[config.mk]
export PLATFORM = sky130hd
export DESIGN_NAME = button_debounce_long_press_repeat
export DESIGN_NICKNAME = d
export VERILOG_FILES = /design/src/hw/rtl/bdlp_pkg.sv /design/src/hw/rtl/bdlp_state_mem.sv /design/src/hw/rtl/bdlp_update.sv /design/src/hw/rtl/button_debounce_long_press_repeat.sv
export SDC_FILE = /design/constraint.sdc
export NUM_CORES = 1
export LEC_CHECK = 0
export ABC_AREA = 1
export BUFFER_PORTS_ARGS = -buffer_cell sky130_fd_sc_hd__buf_2
export CORE_MARGIN = 2
export CORE_UTILIZATION = 35
export DETAILED_ROUTE_END_ITERATION = 6
export GPL_TIMING_DRIVEN = 1
export PLACE_DENSITY_LB_ADDON = 0.25
export SYNTH_ARGS = -nofsm -noshare
export SYNTH_HDL_FRONTEND = slang
export SYNTH_SLANG_ARGS = --single-unit
[constraint.sdc]
create_clock -name clk -period 3.4 [get_ports clk]
set_input_delay 0.68 -clock clk [delete_from_list [all_inputs] [get_ports clk]]
set_output_delay 0.68 -clock clk [all_outputs]
set_load 0.01 [all_outputs]
[src/hw/rtl/bdlp_pkg.sv]
// Package for the button debounce / long-press / auto-repeat block.
// Holds item types, per-button state entry type, event and phase codes.
// No dependencies.
`default_nettype none

package bdlp_pkg;

    // Field widths
    localparam int BIDX_W  = 3;
    localparam int EVENT_W = 3;
    localparam int PHASE_W = 2;
    localparam int CNT_W   = 16;
    localparam int MASK_W  = 8;
    localparam int CFG_W   = 16;
    localparam int CFG_IDX_W = 2;

    localparam int NUM_BUTTONS_DEF = 8;

    // Register reset values (ticks)
    localparam logic [CNT_W-1:0]  DEBOUNCE_RST   = 16'd100;
    localparam logic [CNT_W-1:0]  LONG_PRESS_RST = 16'd3000;
    localparam logic [CNT_W-1:0]  REPEAT_RST     = 16'd500;
    localparam logic [MASK_W-1:0] MASK_RST       = 8'h00;

    // Configuration register indexes
    localparam logic [CFG_IDX_W-1:0] CFG_ACTIVE_HIGH = 2'd0;
    localparam logic [CFG_IDX_W-1:0] CFG_DEBOUNCE    = 2'd1;
    localparam logic [CFG_IDX_W-1:0] CFG_LONG_PRESS  = 2'd2;
    localparam logic [CFG_IDX_W-1:0] CFG_REPEAT      = 2'd3;

    // Press phase codes (code 3 is treated as released)
    localparam logic [PHASE_W-1:0] PH_RELEASED = 2'd0;
    localparam logic [PHASE_W-1:0] PH_PRESSED  = 2'd1;
    localparam logic [PHASE_W-1:0] PH_REPEAT   = 2'd2;

    // Event codes
    localparam logic [EVENT_W-1:0] EV_NONE    = 3'd0;
    localparam logic [EVENT_W-1:0] EV_PRESS   = 3'd1;
    localparam logic [EVENT_W-1:0] EV_RELEASE = 3'd2;
    localparam logic [EVENT_W-1:0] EV_LONG    = 3'd3;
    localparam logic [EVENT_W-1:0] EV_REPEAT  = 3'd4;

    typedef struct packed {
        logic [BIDX_W-1:0] button_index;
        logic              pin_level;
    } sample_t;

    typedef struct packed {
        logic [EVENT_W-1:0] button_event;
        logic               pressed_now;
        logic [BIDX_W-1:0]  event_button;
    } result_t;

    // One button's state word as kept in the state memory
    typedef struct packed {
        logic [PHASE_W-1:0] phase;
        logic [CNT_W-1:0]   holdoff;
        logic [CNT_W-1:0]   timeout;
    } entry_t;

    // Timing registers handed to the update logic
    typedef struct packed {
        logic [CNT_W-1:0] debounce_ticks;
        logic [CNT_W-1:0] long_press_ticks;
        logic [CNT_W-1:0] repeat_ticks;
    } timing_t;

endpackage

`default_nettype wire

[src/hw/rtl/bdlp_state_mem.sv]
// Per-button state memory: synchronous read, one write port, valid bits
// so unwritten entries read as zero, and write-to-read forwarding.
// Depends on bdlp_pkg.
`default_nettype none

module bdlp_state_mem #(
    parameter int NUM_BUTTONS = bdlp_pkg::NUM_BUTTONS_DEF,
    parameter int ADDR_W      = (NUM_BUTTONS > 1) ? $clog2(NUM_BUTTONS) : 1
) (
    input  wire logic                clk,
    input  wire logic                rst_n,
    input  wire logic                rd_en,
    input  wire logic [ADDR_W-1:0]   rd_addr,
    output bdlp_pkg::entry_t         rd_data,
    input  wire logic                wr_en,
    input  wire logic [ADDR_W-1:0]   wr_addr,
    input  wire bdlp_pkg::entry_t    wr_data
);

    bdlp_pkg::entry_t mem [NUM_BUTTONS];
    bdlp_pkg::entry_t mem_q_reg;

    logic [NUM_BUTTONS-1:0] valid_reg;
    logic                   rd_valid_reg;
    logic [ADDR_W-1:0]      rd_addr_reg;

    // Last write, kept to cover a read issued on the same edge
    logic                   fwd_valid_reg;
    logic [ADDR_W-1:0]      fwd_addr_reg;
    bdlp_pkg::entry_t       fwd_data_reg;

    // Array write and registered read
    always_ff @(posedge clk)
    begin
        if (wr_en)
        begin
            mem[wr_addr] <= wr_data;
        end
        if (rd_en)
        begin
            mem_q_reg <= mem[rd_addr];
        end
    end

    // Control: valid bits, read address, forward tag
    always_ff @(posedge clk or negedge rst_n)
    begin
        if (!rst_n)
        begin
            valid_reg     <= '0;
            rd_valid_reg  <= 1'b0;
            rd_addr_reg   <= '0;
            fwd_valid_reg <= 1'b0;
            fwd_addr_reg  <= '0;
        end
        else
        begin
            if (wr_en)
            begin
                valid_reg[wr_addr] <= 1'b1;
                fwd_valid_reg      <= 1'b1;
                fwd_addr_reg       <= wr_addr;
            end
            if (rd_en)
            begin
                rd_valid_reg <= valid_reg[rd_addr];
                rd_addr_reg  <= rd_addr;
            end
        end
    end

    always_ff @(posedge clk)
    begin
        if (wr_en)
        begin
            fwd_data_reg <= wr_data;
        end
    end

    // Newest write to this entry wins over the array copy
    always_comb
    begin
        if (fwd_valid_reg && (fwd_addr_reg == rd_addr_reg))
        begin
            rd_data = fwd_data_reg;
        end
        else if (rd_valid_reg)
        begin
            rd_data = mem_q_reg;
        end
        else
        begin
            rd_data = '0;
        end
    end

endmodule

`default_nettype wire

[src/hw/rtl/bdlp_update.sv]
// Next-state and event logic for one button tick: debounce hold-off,
// press/release detection, long-press timeout and repeat reload.
// Depends on bdlp_pkg.
`default_nettype none

module bdlp_update (
    input  wire bdlp_pkg::entry_t               cur,
    input  wire logic                           active,
    input  wire bdlp_pkg::timing_t              timing,
    output bdlp_pkg::entry_t                    nxt,
    output logic [bdlp_pkg::EVENT_W-1:0]        button_event
);

    logic [bdlp_pkg::PHASE_W-1:0] ph;
    logic [bdlp_pkg::CNT_W-1:0]   tmo_dec;

    assign tmo_dec = cur.timeout - 1'b1;

    always_comb
    begin
        // Unknown phase code behaves as released
        if ((cur.phase == bdlp_pkg::PH_PRESSED) || (cur.phase == bdlp_pkg::PH_REPEAT))
        begin
            ph = cur.phase;
        end
        else
        begin
            ph = bdlp_pkg::PH_RELEASED;
        end

        nxt          = cur;
        button_event = bdlp_pkg::EV_NONE;

        if (cur.holdoff != '0)
        begin
            // Inside hold-off: just count down
            nxt.holdoff = cur.holdoff - 1'b1;
        end
        else if (active && (ph == bdlp_pkg::PH_RELEASED))
        begin
            button_event = bdlp_pkg::EV_PRESS;
            nxt.phase    = bdlp_pkg::PH_PRESSED;
            nxt.timeout  = timing.long_press_ticks;
            nxt.holdoff  = timing.debounce_ticks;
        end
        else if (!active && (ph != bdlp_pkg::PH_RELEASED))
        begin
            button_event = bdlp_pkg::EV_RELEASE;
            nxt.phase    = bdlp_pkg::PH_RELEASED;
            nxt.timeout  = '0;
            nxt.holdoff  = timing.debounce_ticks;
        end
        else if (cur.timeout != '0)
        begin
            nxt.timeout = tmo_dec;
            if (tmo_dec == '0)
            begin
                if (ph == bdlp_pkg::PH_PRESSED)
                begin
                    button_event = bdlp_pkg::EV_LONG;
                    nxt.phase    = bdlp_pkg::PH_REPEAT;
                    nxt.timeout  = timing.repeat_ticks;
                end
                else if (ph == bdlp_pkg::PH_REPEAT)
                begin
                    button_event = bdlp_pkg::EV_REPEAT;
                    nxt.timeout  = timing.repeat_ticks;
                end
            end
        end
    end

endmodule

`default_nettype wire

[src/hw/rtl/button_debounce_long_press_repeat.sv]
// Top level of the button debounce / long-press / auto-repeat block.
// Uses bdlp_pkg, bdlp_state_mem and bdlp_update.
// Usage:
//   sample channel (sample_valid/sample_ready/sample) carries one tick
//   sample of one button: its index and raw pin level.
//   result channel (result_valid/result_ready/result) returns exactly one
//   item per sample, in order: event code, pressed_now, button index.
//   cfg_we/cfg_index/cfg_data write the four timing/polarity registers;
//   write them only while no sample is in flight.
// Timing:
//   The accepting edge issues the state memory read; when the compute
//   stage advances, the new state is written back and the result register
//   loads. One sample per cycle sustained while results are taken, any
//   button order: a same-entry read and write share a forward register.
// Reset:
//   Registers return to their defaults; every button reads released with
//   zero counters through per-entry valid bits, so no clearing pass.
// Stall:
//   A stalled result holds; an empty compute stage takes one more item, then
//   sample_ready drops until the result is taken.
`default_nettype none

module button_debounce_long_press_repeat #(
    parameter int NUM_BUTTONS = bdlp_pkg::NUM_BUTTONS_DEF
) (
    input  wire logic                            clk,
    input  wire logic                            rst_n,
    input  wire logic                            sample_valid,
    output logic                                 sample_ready,
    input  wire bdlp_pkg::sample_t               sample,
    output logic                                 result_valid,
    input  wire logic                            result_ready,
    output bdlp_pkg::result_t                    result,
    input  wire logic                            cfg_we,
    input  wire logic [bdlp_pkg::CFG_IDX_W-1:0]  cfg_index,
    input  wire logic [bdlp_pkg::CFG_W-1:0]      cfg_data
);

    localparam int ADDR_W = (NUM_BUTTONS > 1) ? $clog2(NUM_BUTTONS) : 1;
    localparam logic [bdlp_pkg::BIDX_W:0] NUM_B = (bdlp_pkg::BIDX_W + 1)'(NUM_BUTTONS);

    // Configuration registers
    logic [bdlp_pkg::MASK_W-1:0] active_high_reg;
    bdlp_pkg::timing_t           timing_reg;

    always_ff @(posedge clk or negedge rst_n)
    begin
        if (!rst_n)
        begin
            active_high_reg             <= bdlp_pkg::MASK_RST;
            timing_reg.debounce_ticks   <= bdlp_pkg::DEBOUNCE_RST;
            timing_reg.long_press_ticks <= bdlp_pkg::LONG_PRESS_RST;
            timing_reg.repeat_ticks     <= bdlp_pkg::REPEAT_RST;
        end
        else if (cfg_we)
        begin
            case (cfg_index)
                bdlp_pkg::CFG_ACTIVE_HIGH:
                    active_high_reg <= cfg_data[bdlp_pkg::MASK_W-1:0];
                bdlp_pkg::CFG_DEBOUNCE:   timing_reg.debounce_ticks   <= cfg_data;
                bdlp_pkg::CFG_LONG_PRESS: timing_reg.long_press_ticks <= cfg_data;
                bdlp_pkg::CFG_REPEAT:     timing_reg.repeat_ticks     <= cfg_data;
                default: ;
            endcase
        end
    end

    // Pipeline handshake
    logic              s1_valid_reg;
    bdlp_pkg::sample_t s1_sample_reg;
    logic              s1_adv;
    logic              in_acc;

    assign s1_adv       = !result_valid || result_ready;
    assign sample_ready = !s1_valid_reg || s1_adv;
    assign in_acc       = sample_valid && sample_ready;

    always_ff @(posedge clk or negedge rst_n)
    begin
        if (!rst_n)
        begin
            s1_valid_reg <= 1'b0;
            result_valid <= 1'b0;
        end
        else
        begin
            if (sample_ready)
            begin
                s1_valid_reg <= sample_valid;
            end
            if (s1_adv)
            begin
                result_valid <= s1_valid_reg;
            end
        end
    end

    always_ff @(posedge clk)
    begin
        if (in_acc)
        begin
            s1_sample_reg <= sample;
        end
    end

    // State memory
    bdlp_pkg::entry_t cur_entry;
    bdlp_pkg::entry_t nxt_entry;
    logic             wr_en;

    bdlp_state_mem #(
        .NUM_BUTTONS (NUM_BUTTONS),
        .ADDR_W      (ADDR_W)
    ) u_mem (
        .clk     (clk),
        .rst_n   (rst_n),
        .rd_en   (in_acc),
        .rd_addr (sample.button_index[ADDR_W-1:0]),
        .rd_data (cur_entry),
        .wr_en   (wr_en),
        .wr_addr (s1_sample_reg.button_index[ADDR_W-1:0]),
        .wr_data (nxt_entry)
    );

    // Compute stage
    logic                          active;
    logic                          in_range;
    logic [bdlp_pkg::EVENT_W-1:0]  upd_event;

    assign active   = (s1_sample_reg.pin_level ==
                       active_high_reg[s1_sample_reg.button_index]);
    assign in_range = ({1'b0, s1_sample_reg.button_index} < NUM_B);
    assign wr_en    = s1_valid_reg && s1_adv && in_range;

    bdlp_update u_upd (
        .cur          (cur_entry),
        .active       (active),
        .timing       (timing_reg),
        .nxt          (nxt_entry),
        .button_event (upd_event)
    );

    // Result register
    always_ff @(posedge clk)
    begin
        if (s1_adv && s1_valid_reg)
        begin
            result.button_event <= in_range ? upd_event : bdlp_pkg::EV_NONE;
            result.pressed_now  <= active;
            result.event_button <= s1_sample_reg.button_index;
        end
    end

endmodule

`default_nettype wire

==> results of run 1 <==
## repair_timing
action	CTS	global route
endpoints found under the setup margin	36	244
gates resized for setup	4	163
pin swaps	0	34
setup buffers	0	24
cloned	0	10
## cells in the final DEF, fill, tap and decap left out, types with 12 or more instances in the layout
cell type / count
a21oi_1: 15
nor2_4: 31
inv_1: 91
o21ai_0: 233
buf_12: 24
inv_2: 13
nand2_4: 16
nand2_1: 284
o22ai_1: 35
a31oi_1: 37
edfxtp_1: 351
nand2_2: 45
nand4_1: 24
dfrtp_1: 58
nor2_1: 296
o21ai_1: 12
dfstp_2: 16
clkbuf_16: 53
nand3_1: 76
buf_6: 14
buf_4: 144
buf_2: 34
## worst paths after layout
path	from	end	slack (ps)	depth (start not counted)
hold / removal	rst_n	result_valid	210	1
max in group asynchronous	rst_n	timing_reg[30]	2550	1
setup / recovery	u_mem.rd_addr_reg[2]	u_mem.mem[0][0]	130	19
min in group clk	sample[0]	s1_sample_reg[0]	250	1
setup reg to reg	u_mem.rd_addr_reg[2]	u_mem.mem[0][0]	130	19
hold reg to reg	u_mem.valid_reg[3]	u_mem.valid_reg[3]	470	1
## synthesized netlist by cell type (4+ instances only)
master	instances	area share, %
o21ai_0	240	6.3
xor2_1	9	0.41
nand2_1	326	6.4
clkbuf_1	67	1.3
buf_6	10	0.59
o22ai_1	35	1.2
nor2_1	314	6.2
nand3_1	84	2.2
edfxtp_1	351	55
or2_2	10	0.33
nor2_2	11	0.36
nand2_2	14	0.46
dfstp_2	16	2.2
clkinv_1	4	0.079
dfrtp_1	58	7.6
a22oi_1	5	0.20
inv_1	100	2.0
o21ai_1	8	0.21
nor2_4	6	0.36
nand4_1	24	0.79
inv_2	6	0.12
a21oi_1	28	0.74
buf_1	5	0.099
ha_1	8	0.53
a31oi_1	39	1.3
buf_2	12	0.32
o211ai_1	5	0.20
nand3b_1	9	0.36
## layer usage
layer  track usage, %  share of wire [%]  vias up  routed length [µm]
met5                0                  0        -                   0
met4             7.08                3.4        0                1850
met3             3.10                5.7       84                3130
met2             29.1                 45      427               24900
met1             26.7                 46     6905               25100
li1                 -                  -     6691                   -
## power by group through the flow
stage	sequential (mW)	clock (mW)	combinational, mW
final	7.00	5.35	5.85
after detailed placement	7.10	0	4.97
after CTS	7.00	5.45	5.00
after global placement	7.09	0	4.92
after floorplan	7.01	0	2.78
after global routing	7.04	5.65	6.39
## critical path: cells and delay by family (launching register included)
kind                       cells  cell delay [ps]
buffers and inverters          8             1150
and+or+nand+nor                7              780
AOI/OAI and AO/OA              3              510
DFF                            1              360
adders and majority gates      1              290
## cells by family (layout without fill, tap and decap cells)
group                      count (synthesis)  count (layout)  share of synthesized area (%)
adders and majority gates                  8               8                          0.527
xor gates and xnor gates                  11              11                          0.547
buffers and inverters                    207             417                           4.66
AOI/OAI and AO/OA                        366             366                           10.3
and+or+nand+nor                          816             819                           18.6
DFF                                      425             425                           65.3
## final cells by class
type	count	area share [%]
clock buffers	58	5.54
flip-flops and latches	425	52.5
well taps	696	3.68
repair buffers	221	8.48
multi-input cells	1204	26.6
inverters	110	1.77
clock inverters	28	1.43
==> results by group, run 1 <==
Outcome
  • Outcome: finished clean

Layout
  • Ant diodes: 0
  • Nets@finish: 2043
  • Design Area, Final: 23600 µm²
  • Final Non-Filler Cells: 2742
  • Synth-to-Final Area Change: 24.4%
  • Sequential Area: 12400 µm²
  • Filler cell count: 4982
  • Layout cell share with drive strength beyond 1: between 20% and 30%
  • Multi-input logic area: about 6300 µm²
  • Max reg flops: 272
  • Final core utilization: between 40% and 50%

Die
  • Die Wd: 237 µm
  • Core ar.: 53700 µm²
  • Rows: 85
  • Initial Util: 35.4%
  • Die H: 237 µm
  • Boundary Pins: 36
  • Area of the die: between 50000 and 60000 µm²

Clocking
  • Clk_lat worst skew: 600 ps
  • CTS Buffer Depth: 3
  • CTS root buffer: clkbuf_16
  • CTS tree: yes
  • Cts bufs inserted: 46
  • Clock-pin slew on the worst setup and hold paths: about 60 ps
  • CTS Hold Bufs: 0
  • Num Clock Sinks: between 400 and 500
  • H-tree depth: 2

Global route
  • Largest net degree at the start of global routing: 143
  • Vias in the first global route: roughly 13000
  • Grt ovf: 0
  • Global-route wire length before repair: 80800 µm
  • Antenna violations before repair: 0
  • GR Util All Layers: 18.9%

Detailed routing
  • Via count: 14107
  • Initial drt markers: around 1100
  • Vias per cell: 5.14
  • DRC violations left: 0
  • Final wirelength: 55000 µm
  • DRT Pass-1 Iters: 7
  • Antenna-violating nets left: 0
  • DR WL/cell: 20.1 µm

Timing
  • Final Hold Fails: 0
  • Final Max Tran Viols: 0
  • Post-route minimum period: 3270 ps
  • Fmax achieved: 306 MHz
  • Final WS setup: roughly 130 ps
  • Crit share post-route: 96.1%
  • Slew @ Worst Pin: 978 ps
  • Setup_tns: 0 ps
  • Clk_skew: 39.2 ps
  • Final Setup Violations: 0
  • Slew HR: 34.6%
  • Fin Hold WS: roughly 210 ps

Hold path
  • Worst min-delay path class: in2async

Setup path
  • WS Path Type: reg2reg
  • Slowest cell on the critical path: dfrtp_1
  • Kind of end point of the critical path: flip-flop
  • Crit path largest cell delay: between 300 and 400 ps
  • CP max FO: 11
  • Worst path required time: 3860 ps
  • Critical path, cell by cell: inv_1 -> nand2_2 -> nand2_2 -> nor2_4 -> nand2_4 -> clkbuf_16 -> buf_12 -> o21ai_2 -> inv_1 -> ha_1 -> or2_1 -> nand2_4 -> inv_4 -> buf_4 -> o21ai_0 -> inv_1 -> nand2_1 -> a21oi_4 -> buf_2
  • Crit-path most repeated cell: inv_1
  • Worst path arrival time: about 3700 ps
  • Startpoint types: flip-flop

Placement
  • Port Buffers: 35
  • HPWL after DPL: 33400 µm
  • Placement Cell Area: 21100 µm²
  • Placed cell count: ~2600
  • DP Worst Slack: -36.8 ps
  • Placer Congestion: 0.894

Pwr
  • Net switching power: 5.98 mW
  • Net Sw Frac: 32.9%
  • LEAKAGE: 9.24 nW
  • Pwr Density: 770 nW/µm²
  • P_int: 12.2 mW
  • Clock power frac: between 20% and 30%
  • Proportion of power drawn by combinational gates: 32.1%
  • IR drop worst, VDD: 431 µV
  • Post-route total power: roughly 18 mW
  • Flop pwr share: 38.4%

Job
  • Max Cap Viol: 0

Synthesis
  • FFs w/ async S/R, synth: ~17%
  • Syn Area/Cell: between 10 and 15 µm²
  • Post-synth design cell area: ~19000 µm²
  • Unique masters post-synth: 46
  • Syn. warnings: 0
  • EDFF count, synth: around 350
  • Synth Instances: 1833
  • Ys flop type: edfxtp_1
  • Sequential share of the synthesized area: 65.3%
  • Flops & latches, synth: 425
  • Synthesized net count: 1868
Note: power is estimated with default switching activity, not from simulation.
==> run 2, diff against run 1 <==
--- a/config.mk
+++ b/config.mk
@@ -6,7 +6,7 @@
 export NUM_CORES = 1
 export LEC_CHECK = 0
 export ABC_AREA = 1
-export BUFFER_PORTS_ARGS = -buffer_cell sky130_fd_sc_hd__buf_2
+export BUFFER_PORTS_ARGS = -buffer_cell sky130_fd_sc_hd__buf_4
 export CORE_MARGIN = 2
 export CORE_UTILIZATION = 35
 export DETAILED_ROUTE_END_ITERATION = 6
==> constraint.sdc (replaced) <==
create_clock -name clk -period 3.7 [get_ports clk]
set_input_delay 0.74 -clock clk [delete_from_list [all_inputs] [get_ports clk]]
set_output_delay 0.74 -clock clk [all_outputs]
set_load 0.01 [all_outputs]
==> results by group, run 2 (synthesized netlist as in run 1, its figures left out) <==
Setup path
  • Kind of end point of the critical path: flip-flop
  • Worst path required time: 4000 ps
  • WS Path Type: reg2reg
  • Startpoint types: flip-flop
  • Worst path arrival time: 3790 ps
  • CP max FO: 15
  • Worst R2R Path Depth: 22

Timing
  • Post-route minimum period: 3490 ps
  • Slew @ Worst Pin: 1050 ps
  • Final Max Tran Viols: 0
  • Slew HR: between 20% and 30%
  • Fmax achieved: 286 MHz
  • Clk_skew: between 30 and 40 ps
  • Final Hold Fails: 0
  • Final Setup Violations: 0
  • Crit share post-route: 94.4%

Clocking
  • Clk_lat worst skew: 590 ps
  • CTS tree: yes
  • CTS root buffer: clkbuf_16
  • Cts bufs inserted: 46
  • CTS Buffer Depth: 3
  • Num Clock Sinks: 425
  • H-tree depth: 2
  • Clock-pin slew on the worst setup and hold paths: 60 ps
  • CTS Hold Bufs: 0

Detailed routing
  • Initial drt markers: just over 1000
  • DRT Pass-1 Iters: 5
  • Antenna-violating nets left: 0
  • Via count: about 14000
  • DR WL/cell: approximately 20 µm
  • Vias per cell: between 5 and 6
  • DRC violations left: 0
  • Final wirelength: 52200 µm

Outcome
  • Outcome: finished clean

Global route
  • Vias in the first global route: between 10000 and 15000
  • Global Route met3 Usage: between 2 and 3%
  • Met2 usage: between 20 and 30%
  • Antenna violations before repair: 0
  • GRT busiest layer: met2
  • Global-route wire length before repair: 79400 µm
  • Grt ovf: 0
  • Met1 GRT Util: between 20% and 30%
  • Largest net degree at the start of global routing: 143
  • GR Util All Layers: between 10% and 20%

Layout
  • Most common library cell in the layout ignoring fill and taps: edfxtp_1
  • Nets@finish: around 2000
  • Design Area, Final: 22200 µm²
  • Commonest non-fill, non-tap cells in the layout: edfxtp_1, nand2_1, nor2_1
  • Ant diodes: 0
  • Layout cell share with drive strength beyond 1: between 10% and 20%
  • Synth-to-Final Area Change: 17.0%
  • Max reg flops: 272
  • Final core utilization: 41.4%
  • Final Non-Filler Cells: 2639
  • Filler cell count: 5117

Placement
  • Placer Congestion: 0.938
  • Placed cell count: 2551
  • Port Buffers: 35
  • HPWL after DPL: 32500 µm
  • Placement Cell Area: about 21000 µm²

Die
  • Die Wd: 237 µm
  • Core ar.: 53700 µm²
  • Initial Util: 35.4%
  • Die H: 237 µm
  • Rows: 85
  • Area of the die: approximately 56000 µm²
  • Boundary Pins: 36

Job
  • Max Cap Viol: 0

Hold path
  • Worst min-delay path class: in2async

Pwr
  • Flop pwr share: a little over two fifths
  • Net switching power: 5.01 mW
  • Pwr Density: 691 nW/µm²
  • Proportion of power drawn by combinational gates: 27.6%
  • LEAKAGE: 8.59 nW
  • P_int: 10.4 mW
  • Clock power frac: 30.4%
  • Net Sw Frac: 32.6%
  • IR drop worst, VDD: 346 µV
run 2: through the flow:
step	hold slack, ps	worst slack (ps)	setup TNS [ps]	total power, mW
finish	281	209	0	15.4
global route	295	-12.2	-115	16.2
CTS	293	60.2	0	15.3
detailed placement	447	0.965	0	10.6
global placement	447	138	0	10.6
floorplan	421	-385	-89810	8.99
run 2: layout make-up:
cell class,instances,area [µm²],area share (%)
Tap cell,696,871,3.92
Inverter,110,414,1.86
Timing Repair Buffer,123,1160,5.21
Clock buffer,60,1270,5.70
Clock inverter,24,288,1.29
Sequential cell,425,12400,55.8
Multi-Input combinational cell,1201,5810,26.2
run 2: power by group through the flow:
stage / sequential, mW / clock [mW] / combinational [mW]
finish: 6.44 / 4.68 / 4.25
detailed placement: 6.53 / 0 / 4.10
floorplan: 6.44 / 0 / 2.55
global route: 6.48 / 4.99 / 4.69
global placement: 6.52 / 0 / 4.04
CTS: 6.44 / 4.78 / 4.11
run 2: repair_timing:
item,4_1_cts,5_1_grt
pin swaps,0,1
setup buffers,0,2
resized for setup,1,18
gates cloned,0,2
setup endpoints to repair,9,171
run 2: path summary, 6_finish.rpt:
path	from	endpoint	slack [ps]
max in group asynchronous	rst_n	timing_reg[47]	2780
worst max-delay path	u_mem.rd_addr_reg[0]	u_mem.fwd_data_reg[13]	210
worst max register to register	u_mem.rd_addr_reg[0]	u_mem.fwd_data_reg[13]	210
worst min register to register	u_mem.valid_reg[1]	u_mem.valid_reg[1]	460
min in group clk	sample[0]	s1_sample_reg[0]	330
worst min-delay path	rst_n	active_high_reg[5]	280
run 2: routing by layer:
layer  vias up  share of wire [%]  routed length (µm)
li1       6479                  -                   -
met1      6717                 46               24100
met2       347                 46               24000
met3        71                5.1                2650
met4         0                2.9                1490
met5         -                  0                   0
run 2: worst max-delay path, cell delays in order (launching register included):
cell and delay, ps:
dfrtp_1 390, inv_2 70, nand2_1 40, nand2_1 100, nor2_4 60, nand2_4 140, buf_12 160, nand2_1 70
nand2_1 120, ha_2 230, inv_1 90, nor2_4 190, nand3_1 100, nand2_1 170, nand3_1 110, nor2_2 180
buf_4 150, inv_1 50, nor2_4 190, nand3_1 110, nand4_1 180, a21oi_2 100, buf_4 180
==> run 3, diff against run 2 <==
--- a/config.mk
+++ b/config.mk
@@ -11,7 +11,6 @@
 export CORE_UTILIZATION = 35
 export DETAILED_ROUTE_END_ITERATION = 6
 export GPL_TIMING_DRIVEN = 1
-export PLACE_DENSITY_LB_ADDON = 0.25
 export SYNTH_ARGS = -nofsm -noshare
 export SYNTH_HDL_FRONTEND = slang
 export SYNTH_SLANG_ARGS = --single-unit
==> results by group, run 3 (synthesized netlist as in run 1, its figures left out) <==
Global route
  • Largest net degree at the start of global routing: 143
  • GR Util All Layers: 18.3%
  • Vias in the first global route: 13178
  • Global-route wire length before repair: 78800 µm
  • Antenna violations before repair: 0
  • Grt ovf: 0

Detailed routing
  • Initial drt markers: 1419
  • Antenna-violating nets left: 0
  • Vias per cell: 5.23
  • DR WL/cell: 19.7 µm
  • DRC violations left: 0
  • Via count: 13898
  • Final wirelength: 52200 µm
  • DRT Pass-1 Iters: 5

Outcome
  • Outcome: finished clean

Setup path
  • Worst R2R Path Depth: 21
  • Crit-path most repeated cell: nand2_1
  • Kind of end point of the critical path: flip-flop
  • Slowest cell on the critical path: dfrtp_1
  • Startpoint types: flip-flop
  • Reg2reg setup slack: 200 ps
  • CP max FO: 21
  • Worst path arrival time: 3900 ps
  • Crit path largest cell delay: between 300 and 400 ps
  • RR Endpoint: u_mem.fwd_data_reg[2]
  • Critical path, cell by cell: inv_1 -> nand2_1 -> nand2_1 -> nor2_2 -> nand2_2 -> buf_12 -> buf_4 -> nand3_1 -> o21ai_1 -> nor2_1 -> nand2_1 -> nor3_4 -> nand2_4 -> nor2_8 -> buf_12 -> inv_2 -> nor3_4 -> buf_4 -> o211ai_1 -> nand2_1 -> buf_4
  • Critical R2R Launch: u_mem.rd_addr_reg[1]
  • WS Path Type: reg2reg
  • Worst path required time: 4110 ps

Clocking
  • H-tree depth: 2
  • CTS Buffer Depth: 3
  • CTS tree: yes
  • CTS Hold Bufs: 0
  • Cts bufs inserted: between 40 and 50
  • Num Clock Sinks: 425
  • Clk_lat worst skew: 600 ps
  • CTS root buffer: clkbuf_16
  • Clock-pin slew on the worst setup and hold paths: 60 ps

Timing
  • Fmax achieved: 286 MHz
  • RSZ-0062 raised after global routing: true
  • Final Max Tran Viols: 0
  • Final Setup Violations: 0
  • Post-route minimum period: around 3500 ps
  • Slew HR: 31.2%
  • Final WS setup: 201 ps
  • Final Hold Fails: 0
  • Clk_skew: roughly 54 ps
  • Slew @ Worst Pin: 1030 ps
  • Crit share post-route: 94.6%
  • Setup_tns: 0 ps

Layout
  • Synth-to-Final Area Change: 17.9%
  • Design Area, Final: 22400 µm²
  • Final Non-Filler Cells: 2655
  • Commonest non-fill, non-tap cells in the layout: edfxtp_1, nand2_1, nor2_1
  • Layout cell share with drive strength beyond 1: 16.1%
  • Filler cell count: ~5000
  • Most common library cell in the layout ignoring fill and taps: edfxtp_1
  • Ant diodes: 0
  • Nets@finish: 1960
  • Max reg flops: 272

Pwr
  • Net Sw Frac: between 30 and 40%
  • Pwr Density: 683 nW/µm²
  • LEAKAGE: slightly below 9 nW
  • P_int: between 10 and 15 mW
  • IR drop worst, VDD: 331 µV
  • Post-route total power: ~15 mW
  • Flop pwr share: between 40 and 50%
  • Net switching power: approximately 5.0 mW
  • Clock power frac: 30.0%
  • Proportion of power drawn by combinational gates: 27.9%

Die
  • Core ar.: around 54000 µm²
  • Die H: roughly 240 µm
  • Boundary Pins: 36
  • Area of the die: 56200 µm²
  • Rows: 85
  • Initial Util: 35.4%
  • Die Wd: 237 µm

Placement
  • Placed cell count: 2566
  • Placer Congestion: 0.947
  • Placement Cell Area: slightly above 20000 µm²
  • HPWL after DPL: 32500 µm
  • Port Buffers: 35
  • DP Worst Slack: -12.2 ps

Hold path
  • Worst min-delay path class: in2async

Job
  • Max Cap Viol: 0
==> run 3: power groups by stage <==
| stage | clock (mW) | sequential (mW) | combinational [mW] |
|---|---|---|---|
| after floorplan | 0 | 6.44 | 2.55 |
| after global placement | 0 | 6.53 | 4.03 |
| after detailed placement | 0 | 6.53 | 4.09 |
| after CTS | 4.69 | 6.44 | 4.11 |
| after global routing | 4.86 | 6.48 | 4.71 |
| final | 4.59 | 6.44 | 4.27 |
==> run 3: final cells by class <==
cell class,count,area [µm²],share of cell area (%)
Sequential cell,425,12400,55.4
Multi-Input combinational cell,1203,5890,26.3
Timing Repair Buffer,138,1270,5.69
Clock buffer,58,1270,5.67
Tap cell,696,871,3.89
Inverter,110,417,1.86
Clock inverter,25,262,1.17
==> run 3: layer usage <==
layer	part of all wire, %	vias to the layer above	global-route usage, %	wire length (µm)
met1	45	6877	25.8	23600
met2	45	437	28.7	23800
met5	0	-	0	0
met4	3.1	0	6.50	1620
met3	6.2	78	2.95	3240
li1	-	6506	-	-
==> run 3: worst max-delay path: cells and delay by family, from the launching register on <==
kind	cells	cell delay, ps
flip-flops	1	370
AND/OR/NAND/NOR	12	1690
buffers and inverters	7	1000
AO/OA/AOI/OAI	2	200
==> run 3: worst max path at each step <==
stage	from	end	slack, ps
after floorplan	result_ready	u_mem.mem[3][0]	-390
after global placement	u_mem.rd_addr_reg[1]	u_mem.mem[7][33]	60
after detailed placement	u_mem.rd_addr_reg[1]	u_mem.mem[4][33]	-10
after CTS	u_mem.rd_addr_reg[1]	u_mem.fwd_data_reg[6]	10
after global routing	u_mem.rd_addr_reg[1]	u_mem.fwd_data_reg[2]	-20
final	u_mem.rd_addr_reg[1]	u_mem.fwd_data_reg[2]	200
==> run 3: per-stage QoR <==
step | hold WS (ps) | utilization (%)
detailed placement | 452 | 38.5
CTS | 286 | 41.4
global route | 298 | 41.7
finish | 261 | 41.7
floorplan | 421 | -
global placement | 443 | 38.5
==> run 3: repair_timing <==
item                                    in CTS  in global routing
pin swaps                                    0                  4
cloned                                       0                  2
endpoints found under the setup margin      18                207
buffers inserted                             0                  4
gates resized for setup                      2                 32
